### config.mk
export PLATFORM = sky130hd
export DESIGN_NAME = lfu_cache_table_core
export DESIGN_NICKNAME = d
export VERILOG_FILES = /design/src/design/lfu_pkg.sv /design/src/design/lfu_ctrl.sv /design/src/design/lfu_dpath.sv /design/src/design/lfu_cache_table_core.sv
export SDC_FILE = /design/constraint.sdc
export NUM_CORES = 2
export LEC_CHECK = 0
export ABC_AREA = 0
export BUFFER_PORTS_ARGS = -buffer_cell sky130_fd_sc_hd__buf_2
export CAP_MARGIN = 20
export CORE_UTILIZATION = 49
export CTS_BUF_LIST = sky130_fd_sc_hd__clkbuf_4 sky130_fd_sc_hd__clkbuf_8 sky130_fd_sc_hd__clkbuf_16
export DETAILED_ROUTE_END_ITERATION = 12
export HOLD_SLACK_MARGIN = 0.05
export PLACE_DENSITY = 0.68
export SYNTH_ARGS = -nofsm -noshare
export SYNTH_HDL_FRONTEND = slang
export SYNTH_SLANG_ARGS = --single-unit
### constraint.sdc
create_clock -name clk -period 6.36 [get_ports clk]
set_input_delay 0.318 -clock clk [delete_from_list [all_inputs] [get_ports clk]]
set_output_delay 0.318 -clock clk [all_outputs]
set_load 0.1 [all_outputs]
### src/design/lfu_pkg.sv
// ---------------------------------------------------------------------------
// lfu_pkg: shared types and constants for the LFU cache table
// Controller states, command/status bundles and default sizes.
// ---------------------------------------------------------------------------
package lfu_pkg;

  localparam int unsigned LFU_ENTRIES     = 16;
  localparam int unsigned LFU_COUNT_WIDTH = 16;
  localparam int unsigned LFU_CAP_WIDTH   = 5;
  localparam logic [LFU_CAP_WIDTH-1:0] LFU_CAP_RESET = 5'd16;

  localparam int unsigned LFU_IN_DATA_W  = 64;  // key, value
  localparam int unsigned LFU_OUT_DATA_W = 72;  // hit, read_value, evicted, evicted_key

  localparam logic LFU_MODE_GET = 1'b0;
  localparam logic LFU_MODE_PUT = 1'b1;

  localparam logic [2:0] LFU_REG_CAPACITY = 3'd0;

  typedef enum logic [1:0] {
    ST_IDLE,
    ST_SCAN,
    ST_UPDATE
  } lfu_state_t;

  typedef struct packed {
    logic load;    // latch item, restart scan
    logic scan;    // examine one entry
    logic update;  // commit table changes and result
  } lfu_cmd_t;

  typedef struct packed {
    logic scan_last;
  } lfu_status_t;

endpackage

### src/design/lfu_ctrl.sv
// ---------------------------------------------------------------------------
// lfu_ctrl: sequencer for the LFU cache table
// Steps each item through load, entry scan and update; owns result valid.
// ---------------------------------------------------------------------------
module lfu_ctrl
  import lfu_pkg::*;
(
  input  logic        clk,
  input  logic        rst,
  input  logic        s_tvalid,
  output logic        s_tready,
  output logic        m_tvalid,
  input  logic        m_tready,
  input  lfu_status_t status,
  output lfu_cmd_t    cmd
);

  lfu_state_t state, state_next;
  logic       m_tvalid_next;

  always_ff @(posedge clk) begin
    if (rst) begin
      state    <= ST_IDLE;
      m_tvalid <= 1'b0;
    end else begin
      state    <= state_next;
      m_tvalid <= m_tvalid_next;
    end
  end

  always_comb begin
    state_next = state;
    cmd        = '0;
    s_tready   = 1'b0;
    unique case (state)
      ST_IDLE: begin
        s_tready = 1'b1;
        if (s_tvalid) begin
          cmd.load   = 1'b1;
          state_next = ST_SCAN;
        end
      end
      ST_SCAN: begin
        cmd.scan = 1'b1;
        if (status.scan_last) state_next = ST_UPDATE;
      end
      ST_UPDATE: begin
        // wait for the output register to free up
        if (!m_tvalid || m_tready) begin
          cmd.update = 1'b1;
          state_next = ST_IDLE;
        end
      end
      default: state_next = ST_IDLE;
    endcase
    if (cmd.update)    m_tvalid_next = 1'b1;
    else if (m_tready) m_tvalid_next = 1'b0;
    else               m_tvalid_next = m_tvalid;
  end

endmodule

### src/design/lfu_dpath.sv
// ---------------------------------------------------------------------------
// lfu_dpath: entry table, scan unit and result register
// One entry examined per scan cycle; ranks and counts updated per lane.
// ---------------------------------------------------------------------------
module lfu_dpath
  import lfu_pkg::*;
#(
  parameter int unsigned ENTRIES     = LFU_ENTRIES,
  parameter int unsigned COUNT_WIDTH = LFU_COUNT_WIDTH
) (
  input  logic                       clk,
  input  logic                       rst,
  input  lfu_cmd_t                   cmd,
  output lfu_status_t                status,
  input  logic [LFU_IN_DATA_W-1:0]   s_tdata,
  input  logic                       s_tuser,
  input  logic [LFU_CAP_WIDTH-1:0]   capacity,
  output logic [LFU_OUT_DATA_W-1:0]  m_tdata,
  output logic [$clog2(ENTRIES+1)-1:0] occupied
);

  localparam int unsigned IW = $clog2(ENTRIES);
  localparam int unsigned OW = $clog2(ENTRIES+1);
  localparam int unsigned CW = (OW > LFU_CAP_WIDTH) ? OW : LFU_CAP_WIDTH;
  localparam logic [COUNT_WIDTH-1:0] COUNT_MAX = '1;

  logic [ENTRIES-1:0]     entry_valid;
  logic [31:0]            entry_key   [ENTRIES];
  logic [31:0]            entry_data  [ENTRIES];
  logic [COUNT_WIDTH-1:0] use_count   [ENTRIES];
  logic [IW-1:0]          recency_rank[ENTRIES];

  // latched item
  logic        op_mode;
  logic [31:0] op_key, op_value;

  // scan state
  logic [IW-1:0]          idx;
  logic                   m_found, v_found, f_found;
  logic [IW-1:0]          m_idx, v_idx, f_idx;
  logic [31:0]            m_data, v_key;
  logic [COUNT_WIDTH-1:0] m_cnt, v_cnt;
  logic [IW-1:0]          m_rank, v_rank;

  logic                   cur_valid;
  logic [31:0]            cur_key;
  logic [COUNT_WIDTH-1:0] cur_cnt;
  logic [IW-1:0]          cur_rank;

  assign cur_valid = entry_valid[idx];
  assign cur_key   = entry_key[idx];
  assign cur_cnt   = use_count[idx];
  assign cur_rank  = recency_rank[idx];

  assign status.scan_last = (idx == IW'(ENTRIES - 1));

  always_ff @(posedge clk) begin
    if (cmd.load) begin
      op_mode  <= s_tuser;
      op_key   <= s_tdata[31:0];
      op_value <= s_tdata[63:32];
      idx      <= '0;
      m_found  <= 1'b0;
      v_found  <= 1'b0;
      f_found  <= 1'b0;
    end else if (cmd.scan) begin
      idx <= idx + IW'(1);
      if (cur_valid && cur_key == op_key && !m_found) begin
        m_found <= 1'b1;
        m_idx   <= idx;
        m_data  <= entry_data[idx];
        m_cnt   <= cur_cnt;
        m_rank  <= cur_rank;
      end
      if (cur_valid && (!v_found || cur_cnt < v_cnt ||
                        (cur_cnt == v_cnt && cur_rank > v_rank))) begin
        v_found <= 1'b1;
        v_idx   <= idx;
        v_key   <= cur_key;
        v_cnt   <= cur_cnt;
        v_rank  <= cur_rank;
      end
      if (!cur_valid && !f_found) begin
        f_found <= 1'b1;
        f_idx   <= idx;
      end
    end
  end

  // update decisions
  logic [CW-1:0] cap_ext, cap_eff;
  logic          full, evict, insert;
  logic [IW-1:0] slot;

  always_comb begin
    cap_ext = CW'(capacity);
    if (cap_ext == '0)                 cap_eff = CW'(1);
    else if (cap_ext > CW'(ENTRIES))   cap_eff = CW'(ENTRIES);
    else                               cap_eff = cap_ext;
    full   = CW'(occupied) >= cap_eff;
    evict  = (op_mode == LFU_MODE_PUT) && !m_found && full && v_found;
    insert = (op_mode == LFU_MODE_PUT) && !m_found && (evict || f_found);
    // lowest free index after the eviction
    if (evict && !(f_found && f_idx < v_idx)) slot = v_idx;
    else                                      slot = f_idx;
  end

  always_ff @(posedge clk) begin
    if (rst) begin
      entry_valid <= '0;
      occupied    <= '0;
    end else if (cmd.update) begin
      // victim slot reused by the new entry stays valid
      if (evict && !(insert && slot == v_idx)) entry_valid[v_idx] <= 1'b0;
      if (insert) entry_valid[slot]  <= 1'b1;
      if (evict && !insert)      occupied <= occupied - OW'(1);
      else if (insert && !evict) occupied <= occupied + OW'(1);
    end
  end

  // per-lane table writes
  for (genvar i = 0; i < ENTRIES; i++) begin : g_lane
    always_ff @(posedge clk) begin
      if (cmd.update) begin
        if (m_found) begin
          if (IW'(i) == m_idx) begin
            recency_rank[i] <= '0;
            use_count[i]    <= (m_cnt == COUNT_MAX) ? m_cnt : m_cnt + COUNT_WIDTH'(1);
            if (op_mode == LFU_MODE_PUT) entry_data[i] <= op_value;
          end else if (entry_valid[i] && recency_rank[i] < m_rank) begin
            recency_rank[i] <= recency_rank[i] + IW'(1);
          end
        end else if (insert) begin
          if (IW'(i) == slot) begin
            recency_rank[i] <= '0;
            use_count[i]    <= COUNT_WIDTH'(1);
            entry_key[i]    <= op_key;
            entry_data[i]   <= op_value;
          end else if (entry_valid[i] && !(evict && IW'(i) == v_idx) &&
                       !(evict && recency_rank[i] > v_rank)) begin
            // entries older than the victim close its gap and age: net no change
            recency_rank[i] <= recency_rank[i] + IW'(1);
          end
        end
      end
    end
  end

  // result register
  logic [31:0] rd;
  always_comb begin
    if (op_mode == LFU_MODE_PUT) rd = '0;
    else if (m_found)            rd = m_data;
    else                         rd = '1;
  end

  always_ff @(posedge clk) begin
    if (cmd.update) begin
      m_tdata <= {6'd0, (evict ? v_key : 32'd0), evict, rd, m_found};
    end
  end

endmodule

### src/design/lfu_cache_table_core.sv
// ---------------------------------------------------------------------------
// lfu_cache_table_core: LFU key-value cache with LRU tie break
// Top level: stream ports, APB capacity register, controller and datapath.
// ---------------------------------------------------------------------------
// Each item is accepted, then a sequential scan that examines one entry at
// a time finds the key match, the victim and the first free slot, and an
// update step commits counts, ranks and the result once the output register
// is free. The next item is taken while a result still waits on the output.
module lfu_cache_table_core
  import lfu_pkg::*;
#(
  parameter int unsigned ENTRIES     = LFU_ENTRIES,
  parameter int unsigned COUNT_WIDTH = LFU_COUNT_WIDTH
) (
  input  logic                      clk,
  input  logic                      rst,
  input  logic                      s_tvalid,
  output logic                      s_tready,
  input  logic [LFU_IN_DATA_W-1:0]  s_tdata,   // key[31:0], value[63:32]
  input  logic                      s_tuser,   // mode
  output logic                      m_tvalid,
  input  logic                      m_tready,
  output logic [LFU_OUT_DATA_W-1:0] m_tdata,   // hit, read_value, evicted, evicted_key, pad
  input  logic                      psel,
  input  logic                      penable,
  input  logic                      pwrite,
  input  logic [2:0]                paddr,
  input  logic [31:0]               pwdata,
  output logic [31:0]               prdata,
  output logic                      pready
);

  lfu_cmd_t    cmd;
  lfu_status_t status;
  logic [LFU_CAP_WIDTH-1:0]   capacity;
  logic [$clog2(ENTRIES+1)-1:0] occupied;

  assign pready = 1'b1;
  assign prdata = (paddr == LFU_REG_CAPACITY) ? 32'(capacity) : 32'd0;

  always_ff @(posedge clk) begin
    if (rst) begin
      capacity <= LFU_CAP_RESET;
    end else if (psel && penable && pwrite && paddr == LFU_REG_CAPACITY) begin
      capacity <= pwdata[LFU_CAP_WIDTH-1:0];
    end
  end

  lfu_ctrl u_ctrl (
    .clk     (clk),
    .rst     (rst),
    .s_tvalid(s_tvalid),
    .s_tready(s_tready),
    .m_tvalid(m_tvalid),
    .m_tready(m_tready),
    .status  (status),
    .cmd     (cmd)
  );

  lfu_dpath #(
    .ENTRIES    (ENTRIES),
    .COUNT_WIDTH(COUNT_WIDTH)
  ) u_dpath (
    .clk     (clk),
    .rst     (rst),
    .cmd     (cmd),
    .status  (status),
    .s_tdata (s_tdata),
    .s_tuser (s_tuser),
    .capacity(capacity),
    .m_tdata (m_tdata),
    .occupied(occupied)
  );

  a_occ_bound: assert property (@(posedge clk) disable iff (rst)
    occupied <= ($clog2(ENTRIES+1))'(ENTRIES))
    else $error("occupancy above table size");

  a_busy_after_accept: assert property (@(posedge clk) disable iff (rst)
    s_tvalid && s_tready |=> !s_tready)
    else $error("item accepted while scan in progress");

  a_one_cmd: assert property (@(posedge clk) disable iff (rst)
    $onehot0({cmd.load, cmd.scan, cmd.update}))
    else $error("overlapping datapath commands");

endmodule

Word level (Yosys, flattened, before mapping)
Memories as Yosys holds them, arrays and structs flattened. A register that Yosys moved wholly into a read port is not among the register bits.
Cells that the tools add are included.
{ "classes": {"n_eq_ne": 55, "bitwise_logic": 84, "n_lt_le_gt_ge": 42, "n_reduce_logical": 206, "mux": 636, "add_sub_neg": 20} }
{ "ops": {"columns": ["op", "count"], "rows": [
  ["32-bit 2-to-1 mux", 47],
  ["32-bit OR reduction", 30],
  ["16-bit 2-to-1 mux", 36],
  ["1-bit 2-to-1 mux", 441],
  ["4-bit 2-to-1 mux", 100],
  ["16-bit OR reduction", 15],
  ["1-bit logical AND", 100],
  ["4-bit == test, first input constant", 24],
  ["1-bit OR", 80],
  ["4-bit by 1-bit adder with 4-bit output, second input constant", 17],
  ["4-bit greater-than comparator", 17],
  ["4-bit < comparator", 17],
  ["3-bit by 4-bit == test with 1-bit output, first input constant", 12],
  ["1-bit zero test", 41],
  ["32-bit == test", 1],
  ["5-bit 2-to-1 mux", 5],
  ["2-bit by 4-bit == test with 1-bit output, first input constant", 6],
  ["16-bit by 1-bit adder with 16-bit output, second input constant", 1],
  ["16-bit AND", 1],
  ["16-bit == test", 1],
  ["16-bit == test, second input constant", 1],
  ["16-bit < comparator", 1],
  ["16-bit NOT", 1],
  ["16-bit OR", 1],
  ["26 further kinds", 47]
]} }
{ "totals": {"wordCells": 1070, "ff_bits": 251, "in_bits": 107, "output_inout_bits": 107, "n_memories": 4, "mem_bits_rw": 1344} }
{ "mem_list": {"columns": ["name", "words", "word_bits", "read_ports", "rd_ports_with_merged_regs", "wr", "line_no", "source"], "rows": [
  ["u_dpath.entry_data", 16, 32, 1, 1, 1, "lfu_dpath.sv:29", "logic [31:0] entry_data [ENTRIES];"],
  ["u_dpath.entry_key", 16, 32, 1, 1, 1, "lfu_dpath.sv:28", "logic [31:0] entry_key [ENTRIES];"],
  ["u_dpath.use_count", 16, 16, 1, 1, 1, "lfu_dpath.sv:30", "logic [COUNT_WIDTH-1:0] use_count [ENTRIES];"],
  ["u_dpath.recency_rank", 16, 4, 17, 1, 16, "lfu_dpath.sv:31", "logic [IW-1:0] recency_rank[ENTRIES];"]
]} }

Depth between registers and ports, before layout
{ "depth": {"ltp_word": 31, "depth_mapped": 20} }

Cells and area by module
From an unflattened synthesis, not the netlist that was laid out.
{ "unflattened": {"cells_unflattened": 3900, "area_unflattened_um2": 68867.3} }
{ "by_module_without_submodules": {"columns": ["mod", "seq_area_each_um2", "n_inst", "area_each_um2", "cells_each"], "rows": [
  ["lfu_dpath", 48256.3, 1, 68214.2, 3824],
  ["lfu_cache_table_core", 100.1, 1, 496.7, 59],
  ["lfu_ctrl", 60.1, 1, 156.4, 17]
]} }

Least setup slack after synthesis
No wires, ideal clock.
{ "synth_path": {"path_type": "register to register", "from": "register (tool-made name)", "to": "register u_dpath.v_cnt[0] (enable)", "setup_time_ns": 0.477, "path_stages_with_launch": 18, "period_less_slack_ns": 6.994, "slack_ns": -0.634, "arrival_ns": 6.517, "n_path_buf": 6, "cell_sequence": "dfxtp_1 buf_6 buf_4 buf_4 buf_2 clkbuf_1 buf_2 mux4_2 mux4_2 ha_1 and3_1 a221o_1 a21o_1 a21oi_1 nor2b_1 o21ai_0 a21oi_1 nor2b_1"} }
{ "synth_lines": {"columns": ["element", "line_no", "source"], "rows": [
  ["to (signal assigned)", "lfu_dpath.sv:80", "v_cnt <= cur_cnt;"],
  ["to (decl)", "lfu_dpath.sv:42", "logic [COUNT_WIDTH-1:0] m_cnt, v_cnt;"]
]} }

==> key figures <==
Synth
  • Sequential area share after synthesis: 0.707
  • Post-synth top area share: 0.690
  • Post-synthesis mux area share: 0.134
  • Post-synth ARST share: 0
  • Register bit total from synthesis: 1631
  • Unique masters post-synth: 75
  • Yosys Warn Count: 0
  • Post-synthesis simple-gate area fraction: 0.0520
  • Avg Cell Area, Syn: around 17 um^2
  • Synth Instances: 3931
  • EDFF count, synth: 1575
  • Synth area leaders: edfxtp_1 69%, mux4_2 12%, ha_1 3.0%
  • Area leader, netlist: edfxtp_1
  • Largest family of logic cells by synthesized area: multiplexers
  • Most common flop cell mapped by yosys: edfxtp_1
  • Mapped cell area: roughly 70000 um^2
  • Compound-Gate Fraction of Synth Area: 0.0451
  • Synth Area in XOR/XNOR: 0.00933
  • Synth Area in Adders: 0.0299

STA
  • TNS Setup: 0 ns
  • Slew HR: 0.235
  • Min Tclk post-route: 4.99 ns
  • RSZ-0062 raised after global routing: false
  • Worst setup margin: 1.37 ns
  • Final setup viols: 0
  • Period utilisation layout: 0.785
  • Clock Skews: 0.0420 ns
  • Final Hold Viols: 0
  • Max Freq: 200 MHz
  • Worst-Margin Slew: between 1 and 1.5 ns
  • Max-slew violations: 0

Cells and area
  • Layout Cells excl Fill: 6231
  • Share of cells above drive strength 1: 0.223
  • Design Area, Final: between 70000 and 80000 um^2
  • Area grow syn2layout: 13.7%
  • Nets: 4507
  • Most frequent cells in the layout: 1575 x edfxtp_1, 396 x nor2_1, 364 x mux4_2
  • ANT cells: 0
  • Most common cell after layout, fill and taps aside: edfxtp_1

Placement
  • RePlAce Congestion: 0.931
  • PortBufs: around 150
  • DP Worst Slack: around 1.4 ns
  • Post-DP Area: 71700 um^2
  • Dpl hpwl: about 99000 um
  • Dpl cells: 5851

Critical path
  • Crit path kind: reg -> reg
  • Crit end category: register
  • Crit start category: register
  • Top Family by Delay on Critical Path: compound AO/OA/AOI/OAI gates
  • WP data required: 6.78 ns
  • Crit path DAT: between 5 and 6 ns
  • CP peak stage delay: roughly 0.75 ns
  • CP cell instances: mux4_2 -> mux4_2 -> ha_1 -> and3_1 -> a221o_1 -> a21o_1 -> a21oi_1 -> nor2b_1 -> o21ai_0 -> a21oi_1 -> nor2b_4 -> buf_4
  • CP max FO: 36
  • CP bufs+invs: 1
  • CP max stage cell: dfxtp_4

Clock tree
  • Worst-Skew Late Latency: approximately 0.81 ns
  • Max Buffers Root-to-Sink: 3
  • Clock Sinks: approximately 1600
  • H-tree levels: 4
  • CTS Buf Count: around 160
  • Post-cts repair resize count: 0
  • Root Driver: clkbuf_16
  • Reg clk slew, reported paths: 0.06 ns
  • Post-CTS setup buffers: 0
  • CTS Hold Bufs: 78
  • TritonCTS clock tree: yes

Power
  • Clk network pwr share: 0.404
  • Combinational power share: 0.089
  • Internal power: about 0.018 W
  • Power Total: roughly 0.024 W
  • PD cells: 304 nW/um^2
  • Switching power total: around 0.0054 W
  • Peak VDD IR: 0.301 mV
  • Fraction of power consumed by sequential logic: 0.507
  • Leakage: about 26 nW
  • Switching Share: 0.228

GRT
  • Number of global-route vias before repair: 37224
  • GRT Residual Overflow: 0
  • Largest net degree at the start of global routing: 69
  • Total track usage: 0.236
  • First-pass GRT wire length: 245000 um
  • Initial antenna violation count: 7

Job
  • Max-cap violation count: 0

Route
  • DRT Pass-1 Iters: 8
  • Vias per inst: between 6 and 7
  • Drt total wl: 166000 um
  • Total number of vias: ~37000
  • Residual DRC: 0
  • Initial drt markers: slightly below 4000
  • DR WL/cell: 26.6 um
  • Post-route ant nets: 0

Floorplan
  • Die Wd: 376 um
  • FP Rows: 136
  • Core Box Area: between 100000 and 150000 um^2
  • Starting Density: 0.496
  • Die height: 376 um
  • # IOs: ~210
  • Full die area: 141000 um^2

Run status
  • Outcome: finished clean

Hold path
  • Hold WC Path Type: in -> reg
==> Yosys cell counts, types with 10 or more instances <==
library cell and n:
a211oi_1 17, nor2b_1 45, nand4_1 15, mux4_2 364, and2_1 15, or3_1 27, nand2b_1 51, a21oi_1 112
inv_2 10, buf_4 41, nand2_1 92, edfxtp_1 1575, nand3_1 33, ha_1 162, buf_2 42, xor2_1 34
dfxtp_1 56, mux2_2 10, mux2i_1 83, a41oi_1 33, nor2_1 397, o22ai_1 21, o21a_1 21, a22oi_1 27
o21ai_0 110, o211ai_1 22, clkbuf_1 108, buf_1 37, nor4_1 10, xnor2_1 39, inv_1 120, and3_1 46
o2111ai_1 18, a21boi_0 18, a21o_1 11
==> area by class of cell <==
class | instances | area (um^2)
fillers | 10454 | 60300
flip-flops and latches | 1631 | 48400
multi-input cells | 1965 | 18700
clock buffers | 206 | 4430
repair buffers | 339 | 2490
well taps | 1863 | 2330
clock inverters | 90 | 970
inverters | 137 | 518
==> power groups by stage <==
stage          sequential (W)  combinational, W  clock [W]
2_1_floorplan          0.0121           0.00164          0
3_3_place_gp           0.0122           0.00206          0
3_5_place_dp           0.0122           0.00208          0
4_1_cts                0.0120           0.00213    0.00971
5_1_grt                0.0120           0.00225     0.0101
6_report               0.0120           0.00211    0.00959
==> sequential cells by signal, indices dropped and copies added, names as in the netlist, 16 cells and up, named ones only <==
register / cells
u_dpath.entry_valid: 16
u_dpath.use_count: 256
u_dpath.v_cnt: 16
u_dpath.entry_key: 512
u_dpath.recency_rank: 64
u_dpath.m_cnt: 16
u_dpath.v_key: 32
u_dpath.m_data: 32
u_dpath.m_tdata: 66
u_dpath.op_key: 32
u_dpath.op_value: 32
u_dpath.entry_data: 512
==> cell families after synthesis <==
logic type / after synthesis
compound gates: 470
buf+inv: 367
simple gates: 767
mux: 458
xor+xnor: 73
flops: 1631
other cells: 2
fa+ha+maj: 163
==> final timing paths <==
check / depth (start not counted) / slack, ns / from / to
setup / recovery: 12 / 1.37 / register / u_dpath.v_key[20]
hold / removal: 3 / 0.10 / penable / capacity[4]
setup reg to reg: 12 / 1.37 / register / u_dpath.v_key[20]
hold reg to reg: 2 / 0.50 / u_dpath.use_count[8][0] / u_dpath.use_count[8][0]
==> per-stage QoR <==
step                hold WS [ns]   util
CTS                       0.0529  0.563
global placement           0.465  0.519
finish                     0.101  0.564
global route               0.120  0.564
detailed placement         0.483  0.519
floorplan                  0.398      -
==> routing by layer <==
metal | up-vias | GRT usage | share of wire
li1 | 16124 | - | -
met1 | 19411 | 0.328 | 0.41
met2 | 1656 | 0.379 | 0.48
met3 | 268 | 0.0486 | 0.084
met4 | 8 | 0.0645 | 0.024
met5 | - | 0.00686 | 0.0011
==> tightest hold or removal path, delay by kind of cell <==
family	cells	cell delay, ns
AO/OA/AOI/OAI	1	0.19
AND/OR/NAND/NOR	1	0.23
buffers and inverters	1	0.09
(Power assumes the default switching activity.)
